==> config.mk <==
export PLATFORM = sky130hd
export DESIGN_NAME = gauss_jordan_solver_4x4
export DESIGN_NICKNAME = d
export VERILOG_FILES = /design/src/design/gjs_pkg.sv /design/src/design/gauss_jordan_solver_4x4.sv
export SDC_FILE = /design/constraint.sdc
export NUM_CORES = 2
export LEC_CHECK = 0
export ABC_AREA = 1
export CAP_MARGIN = 30
export CORE_MARGIN = 10
export CORE_UTILIZATION = 45
export CTS_CLUSTER_DIAMETER = 40
export DETAILED_ROUTE_END_ITERATION = 7
export DONT_BUFFER_PORTS = 1
export PLACE_DENSITY = 0.59
export SLEW_MARGIN = 20
export SYNTH_ARGS = -nofsm -noshare
export SYNTH_HDL_FRONTEND = slang
export SYNTH_SLANG_ARGS = --single-unit
==> constraint.sdc <==
create_clock -name i_clk -period 39.6 [get_ports i_clk]
set_input_delay 3.96 -clock i_clk [delete_from_list [all_inputs] [get_ports i_clk]]
set_output_delay 3.96 -clock i_clk [all_outputs]
set_load 0.02 [all_outputs]
==> src/design/gjs_pkg.sv <==
// ----------------------------------------------------------------------------
// gjs_pkg
// Shared types and constants for the 4x4 Gauss-Jordan solver.
// ----------------------------------------------------------------------------
package gjs_pkg;

    localparam int SIZE = 4;                  // matrix order
    localparam int NCOL = SIZE + 1;           // coefficients plus right side
    localparam int IW   = $clog2(SIZE);       // row / unknown index bits
    localparam int CW   = $clog2(NCOL + 1);   // counters that reach SIZE and NCOL-1
    localparam int WORD = 32;

    typedef logic signed [WORD-1:0] t_word;
    typedef logic [NCOL-1:0][WORD-1:0] t_row;

    localparam t_word WORD_MAX = t_word'(32'h7fff_ffff);
    localparam t_word WORD_MIN = t_word'(32'h8000_0000);

    typedef struct packed {
        logic [IW-1:0] row_index;
        t_word         coef_0;
        t_word         coef_1;
        t_word         coef_2;
        t_word         coef_3;
        t_word         rhs;
        logic          last_row;
    } t_in_item;

    typedef struct packed {
        t_word         solution;
        logic [IW-1:0] sol_index;
        logic          singular;
        logic          last;
    } t_out_item;

endpackage

==> src/design/gauss_jordan_solver_4x4.sv <==
// ----------------------------------------------------------------------------
// gauss_jordan_solver_4x4
// Loads a 4x4 fixed-point system row by row, solves it in place by
// Gauss-Jordan elimination on one shared multiplier and one serial divider,
// then streams out the four solution values.
// ----------------------------------------------------------------------------
//  channel   valid        stall        payload      direction
//  input     i_in_valid   o_in_stall   i_in_data    one matrix row per beat
//  output    o_out_valid  i_out_stall  o_out_data   one unknown per beat
//
//  A row beat without last_row is stored in the row memory when it is accepted.
//  A last_row beat is also stored and starts the solve: per pivot a row read and
//  check, a restoring reciprocal, then each element through the shared
//  multiplier (five elements, four rows), 4 write-backs and 5 row selects; a zero
//  pivot only marks the system singular. Each solution beat is read, loaded and sent.
//  o_in_stall is high from the solve start until the last solution beat leaves.
//  i_rst_n is synchronous; the row store itself is not cleared.
// ----------------------------------------------------------------------------
module gauss_jordan_solver_4x4 #(
    parameter int FRAC_BITS = 16
) (
    input  logic                i_clk,
    input  logic                i_rst_n,
    input  logic                i_in_valid,
    output logic                o_in_stall,
    input  gjs_pkg::t_in_item   i_in_data,
    output logic                o_out_valid,
    input  logic                i_out_stall,
    output gjs_pkg::t_out_item  o_out_data
);
    import gjs_pkg::*;

    localparam int DIVW = 2 * FRAC_BITS + 1;          // quotient bits of 2^(2F) / p
    localparam int DCW  = $clog2(DIVW + 1);

    typedef enum logic [11:0] {
        S_IDLE  = 12'b0000_0000_0001,
        S_PRD   = 12'b0000_0000_0010,
        S_PCHK  = 12'b0000_0000_0100,
        S_DIV   = 12'b0000_0000_1000,
        S_REC   = 12'b0000_0001_0000,
        S_MUL   = 12'b0000_0010_0000,
        S_ACC   = 12'b0000_0100_0000,
        S_WB    = 12'b0000_1000_0000,
        S_NEXTJ = 12'b0001_0000_0000,
        S_ORD   = 12'b0010_0000_0000,
        S_OLD   = 12'b0100_0000_0000,
        S_OUT   = 12'b1000_0000_0000
    } t_state;

    t_row            r_mem [SIZE];
    t_row            r_rd;
    t_row            r_piv;
    t_row            r_wr;
    t_state          r_state;
    logic [IW-1:0]   r_i;
    logic [CW-1:0]   r_j;
    logic [CW-1:0]   r_k;
    logic            r_scl;
    logic            r_sing;
    logic            r_neg;
    logic [WORD-1:0] r_dvs;
    logic [WORD:0]   r_rem;
    logic [DIVW-1:0] r_q;
    logic [DCW-1:0]  r_dcnt;
    t_word           r_recip;
    logic signed [2*WORD-1:0] r_prod;
    logic            r_oval;
    t_out_item       r_out;

    // memory port controls
    logic            w_we;
    logic [IW-1:0]   w_waddr;
    t_row            w_wdata;
    logic            w_re;
    logic [IW-1:0]   w_raddr;

    logic            w_in_acc;
    t_row            w_in_row;
    t_word           w_pivot;
    t_word           w_mul_a;
    t_word           w_mul_b;
    logic [WORD:0]   w_rem_sh;
    logic            w_rem_ge;
    logic [63:0]     w_q64;
    t_word           n_recip;
    logic signed [2*WORD-1:0] w_shift;
    t_word           n_mul;
    logic signed [WORD:0] w_diff;
    t_word           n_sub;
    logic [IW-1:0]   w_wb_row;

    assign o_in_stall  = (r_state != S_IDLE);
    assign o_out_valid = r_oval;
    assign o_out_data  = r_out;
    assign w_in_acc    = i_in_valid && !o_in_stall;

    assign w_in_row = {i_in_data.rhs, i_in_data.coef_3, i_in_data.coef_2,
                       i_in_data.coef_1, i_in_data.coef_0};
    assign w_pivot  = t_word'(r_rd[CW'(r_i)]);
    assign w_wb_row = r_scl ? r_i : r_j[IW-1:0];

    // shared multiplier operands: scaling uses the reciprocal, elimination the ratio
    assign w_mul_a = r_scl ? t_word'(r_rd[r_k]) : w_pivot;
    assign w_mul_b = r_scl ? r_recip : t_word'(r_piv[r_k]);

    // restoring divider step; numerator 2^(2F) has only its top bit set
    assign w_rem_sh = {r_rem[WORD-1:0], (r_dcnt == '0)};
    assign w_rem_ge = (w_rem_sh >= {1'b0, r_dvs});
    assign w_q64    = 64'(r_q);

    always_comb begin
        if (r_neg) begin
            n_recip = (w_q64 > 64'h0000_0000_8000_0000) ? WORD_MIN
                                                        : t_word'(-w_q64[WORD-1:0]);
        end else begin
            n_recip = (w_q64 > 64'h0000_0000_7fff_ffff) ? WORD_MAX
                                                        : t_word'(w_q64[WORD-1:0]);
        end
    end

    // arithmetic shift floors, matching round toward minus infinity
    assign w_shift = r_prod >>> FRAC_BITS;
    always_comb begin
        if (w_shift > 64'(WORD_MAX))       n_mul = WORD_MAX;
        else if (w_shift < 64'(WORD_MIN))  n_mul = WORD_MIN;
        else                               n_mul = t_word'(w_shift[WORD-1:0]);
    end

    assign w_diff = (WORD+1)'($signed(r_rd[r_k])) - (WORD+1)'(n_mul);
    always_comb begin
        if (w_diff > (WORD+1)'(WORD_MAX))      n_sub = WORD_MAX;
        else if (w_diff < (WORD+1)'(WORD_MIN)) n_sub = WORD_MIN;
        else                                   n_sub = t_word'(w_diff[WORD-1:0]);
    end

    always_comb begin
        w_we    = 1'b0;
        w_waddr = i_in_data.row_index;
        w_wdata = w_in_row;
        w_re    = 1'b0;
        w_raddr = r_i;
        if (w_in_acc && (32'(i_in_data.row_index) < SIZE)) begin
            w_we = 1'b1;
        end else if (r_state == S_WB) begin
            w_we    = 1'b1;
            w_waddr = w_wb_row;
            w_wdata = r_wr;
        end
        unique case (r_state)
            S_PRD:   w_re = 1'b1;
            S_NEXTJ: begin
                w_re    = (r_j != CW'(SIZE)) && (r_j != CW'(r_i));
                w_raddr = r_j[IW-1:0];
            end
            S_ORD:   begin
                w_re    = 1'b1;
                w_raddr = r_k[IW-1:0];
            end
            default: w_re = 1'b0;
        endcase
    end

    always_ff @(posedge i_clk) begin
        if (w_we) begin
            r_mem[w_waddr] <= w_wdata;
        end
        if (w_re) begin
            r_rd <= r_mem[w_raddr];
        end
    end

    always_ff @(posedge i_clk) begin
        if (!i_rst_n) begin
            r_state <= S_IDLE;
            r_sing  <= 1'b0;
            r_oval  <= 1'b0;
            r_scl   <= 1'b0;
            r_i     <= '0;
            r_j     <= '0;
            r_k     <= '0;
            r_dcnt  <= '0;
        end else begin
            unique case (r_state)
                S_IDLE: begin
                    if (w_in_acc && i_in_data.last_row) begin
                        r_sing  <= 1'b0;
                        r_i     <= '0;
                        r_state <= S_PRD;
                    end
                end
                S_PRD: r_state <= S_PCHK;
                S_PCHK: begin
                    if (w_pivot == '0) begin
                        r_sing <= 1'b1;
                        if (r_i == IW'(SIZE - 1)) begin
                            r_k     <= '0;
                            r_state <= S_ORD;
                        end else begin
                            r_i     <= r_i + 1'b1;
                            r_state <= S_PRD;
                        end
                    end else begin
                        r_neg   <= w_pivot[WORD-1];
                        r_dvs   <= w_pivot[WORD-1] ? WORD'(-w_pivot) : WORD'(w_pivot);
                        r_rem   <= '0;
                        r_q     <= '0;
                        r_dcnt  <= '0;
                        r_state <= S_DIV;
                    end
                end
                S_DIV: begin
                    r_rem <= w_rem_ge ? (w_rem_sh - {1'b0, r_dvs}) : w_rem_sh;
                    r_q   <= {r_q[DIVW-2:0], w_rem_ge};
                    if (r_dcnt == DCW'(DIVW - 1)) begin
                        r_state <= S_REC;
                    end else begin
                        r_dcnt <= r_dcnt + 1'b1;
                    end
                end
                S_REC: begin
                    r_recip <= n_recip;
                    r_scl   <= 1'b1;
                    r_k     <= '0;
                    r_state <= S_MUL;
                end
                S_MUL: begin
                    r_prod  <= w_mul_a * w_mul_b;
                    r_state <= S_ACC;
                end
                S_ACC: begin
                    r_wr[r_k] <= r_scl ? n_mul : n_sub;
                    if (r_k == CW'(NCOL - 1)) begin
                        r_state <= S_WB;
                    end else begin
                        r_k     <= r_k + 1'b1;
                        r_state <= S_MUL;
                    end
                end
                S_WB: begin
                    if (r_scl) begin
                        r_piv <= r_wr;
                        r_scl <= 1'b0;
                        r_j   <= '0;
                    end else begin
                        r_j <= r_j + 1'b1;
                    end
                    r_state <= S_NEXTJ;
                end
                S_NEXTJ: begin
                    r_k <= '0;
                    if (r_j == CW'(SIZE)) begin
                        if (r_i == IW'(SIZE - 1)) begin
                            r_state <= S_ORD;
                        end else begin
                            r_i     <= r_i + 1'b1;
                            r_state <= S_PRD;
                        end
                    end else if (r_j == CW'(r_i)) begin
                        r_j <= r_j + 1'b1;
                    end else begin
                        r_state <= S_MUL;       // row j lands in r_rd this edge
                    end
                end
                S_ORD: r_state <= S_OLD;
                S_OLD: begin
                    r_out.solution  <= t_word'(r_rd[NCOL-1]);
                    r_out.sol_index <= r_k[IW-1:0];
                    r_out.singular  <= r_sing;
                    r_out.last      <= (r_k == CW'(SIZE - 1));
                    r_oval          <= 1'b1;
                    r_state         <= S_OUT;
                end
                S_OUT: begin
                    if (!i_out_stall) begin
                        r_oval <= 1'b0;
                        if (r_k == CW'(SIZE - 1)) begin
                            r_state <= S_IDLE;
                        end else begin
                            r_k     <= r_k + 1'b1;
                            r_state <= S_ORD;
                        end
                    end
                end
                default: r_state <= S_IDLE;
            endcase
        end
    end

    a_no_input_during_output: assert property (@(posedge i_clk) disable iff (!i_rst_n)
        o_out_valid |-> o_in_stall)
        else $error("input accepted while a solution beat is pending");

    a_last_index: assert property (@(posedge i_clk) disable iff (!i_rst_n)
        (o_out_valid && o_out_data.last) |-> (o_out_data.sol_index == IW'(SIZE - 1)))
        else $error("last flag on wrong unknown");

    a_div_bound: assert property (@(posedge i_clk) disable iff (!i_rst_n)
        (r_state == S_DIV) |-> (r_dcnt < DCW'(DIVW)))
        else $error("divider count overran");

    a_check_after_read: assert property (@(posedge i_clk) disable iff (!i_rst_n)
        (r_state == S_PCHK) |-> ($past(r_state) == S_PRD))
        else $error("pivot checked without a fresh row read");

endmodule

==> results.cfg <==
[route]
totalWireLength_mm = 317
dr.pass1.iters = 6
wl_per_cell_um = 26.3
drc = 0
drtIter0Drc = 7025
vias = 67900
ant_nets = 0
routed_via_density = 5.63

[placed_design]
hpwl_mm = 241
port_buffers = 0
gp_congestion = 0.980

[global_routing]
gr-total-overflow = 0
grt_pass1_vias = 69500
antenna_found_initial = 2
track_usage = 0.275
grt_max_degree = 107
grt_pass1_wl_mm = 468

[timing]
max-slew-margin-rel = 0.215
fmax_mhz = 86.6
finalCriticalPeriod_ns = 11.55
fin_crit_sh = 0.292
fin_skew_ns = 0.0317
worstMarginPinSlew_ns = 1.18
fin_setup_tns_ns = 0
maxSlewViolCount = 0
setup_viol = 0
rsz0062_at_grt = false
hold_violations = 0

[die]
die_y_um = 478
start_util = 0.452
num_rows = 168
core_area_um2 = 209000
die-width_um = 478
io-pin-count = 205
dieArea_um2 = 229000

[clocking]
clock-sinks = 1363
cts_root_buf = clkbuf_16
h-tree-depth = 4
cts_tree = yes
clk_path_buf_depth = 3
cts.repair.resized = 0
cts.clk_slew.worst_paths_ns = 0.06
clk_latency_ns = 0.81
cts_setup_buffers = 0
cts_made_buffers = 149
postCtsHoldBufs = 0

[logic_synthesis]
synth-async-reset-ratio = 0
synth_nets = 10700
synth_most_common_cell = nand2_1
synthCells = 9217
synth_top_family_by_area = adder cells
synth-edff-count = 1334
seq_area_frac_synth = 0.430
yosys.area.top_type = edfxtp_1
muxShareOfSynthArea = 0
synth_fa_ha_area_frac = 0.263
syn_avg_cell_area_um2 = 10.2
synth_area_um2 = 94500
synth_common_cells = nand2_1, edfxtp_1, inv_1, nor2_1, fa_1
synth-simple-area-share = 0.145
synthXorXnorAreaFrac = 0.0137
synthDistinctLibCells = 59
ys_warn_count = 0
synth_top_area_frac = 0.424
ys_ff_latch = 1363
synthTopCellsByArea = edfxtp_1, fa_1, nand2_1
ys.flop_type = edfxtp_1
synth_compound_area_frac = 0.0742

[setup_path]
required_ns = 40.15
rrSetupSlack_ns = 28.05
crit_top_cell = fa_1
critPathSlowestCell = fa_1
arrival_ns = 12.10
cp-end-kind = flop
crit_path_max_incr_delay_ns = 0.93
critical_path.max_fanout = 43
worst_setup_path_start_kind = flop
critical_path_class = flop to flop

[layout]
drive_above_1_share = 0.0584
areaGrowthSynthToFinish_pct = 9.00
fin_nets = 10600

[job]
drv_cap = 0

[run_status]
status = finished clean

[min_path]
worstHoldPathType = flop to flop
registers in the layout, summed over array words and instances, names as in the netlist, 2 cells and up:
register / cells
r_k: 3
r_i: 2
r_dvs: 32
r_piv: 160
r_rd: 160
r_mem: 640
r_recip: 32
r_q: 33
r_wr: 160
r_state: 12
r_rem: 32
r_j: 3
r_dcnt: 6
o_out_data: 36
r_prod: 48
critical path: cells and delay by family (launching register included):
kind	cells	cell delay (ns)
AND/OR/NAND/NOR	8	1.20
buffers and inverters	11	2.59
adder cells (fa/ha/maj)	9	5.01
flip-flops	1	0.50
AO/OA/AOI/OAI	5	1.87
per-stage QoR:
step	instances	setup slack (ns)	hold slack [ns]	util	area [um^2]
6_report	12100	28.05	0.437	0.492	103000
5_1_grt	12100	27.50	0.454	0.492	103000
4_1_cts	12000	28.27	0.434	0.492	103000
3_5_place_dp	11800	28.33	0.432	0.468	97800
3_3_place_gp	11800	28.54	0.432	0.467	97600
2_1_floorplan	9217	23.57	0.409	-	94500
cell families (layout without fill, tap and decap cells):
kind of cell    Yosys count  count (layout)
other cells               0               3
buf+inv                1791            1819
simple gates           3472            3472
flops                  1363            1363
compound gates         1105            1105
xor+xnor                148             148
fa+ha+maj              1338            1338
routing by layer:
metal | vias to the layer above | wire length (um) | GRT usage
met5 | - | 11 | 0
met2 | 3154 | 146000 | 0.439
met3 | 583 | 27300 | 0.0517
met1 | 34500 | 129000 | 0.371
li1 | 29600 | - | -
met4 | 2 | 14300 | 0.107
placed cells by master (no fill, tap or decap), types with 24 or more instances in the layout:
master        n
a21oi_1     261
nor2_1     1317
xor2_1      100
o21ai_1      42
nor4_1       34
xnor2_1      48
buf_4       136
nand4_1      57
a21boi_0     28
a22o_1       30
clkbuf_16   150
dfxtp_1      27
nand3_1     163
o21ai_0     342
a221oi_1     35
a31oi_1      36
o21a_1       24
ha_1        255
nand2_1    1808
edfxtp_1   1334
inv_1      1329
o32ai_1     160
inv_2        52
fa_1       1083
nor3_1       31
final cells by class:
type | count | area (um^2)
clock inverters | 103 | 1180
well taps | 2805 | 3510
repair buffers | 160 | 1400
fillers | 19200 | 106000
diodes | 3 | 7.51
clock buffers | 168 | 3820
inverters | 1388 | 5240
flip-flops and latches | 1363 | 40600
multi-input cells | 6063 | 47200
worst paths after layout:
| check | startpoint | depth (start not counted) | to |
|---|---|---|---|
| min | r_wr[115] | 0 | r_piv[115] |
| max reg2reg | r_k[0] | 33 | r_prod[60] |
| max | r_k[0] | 33 | r_prod[60] |
| min reg2reg | r_wr[115] | 0 | r_piv[115] |
Power is not shown: default switching activity piles up to over one toggle a cycle in this logic, so the estimate is an artifact.
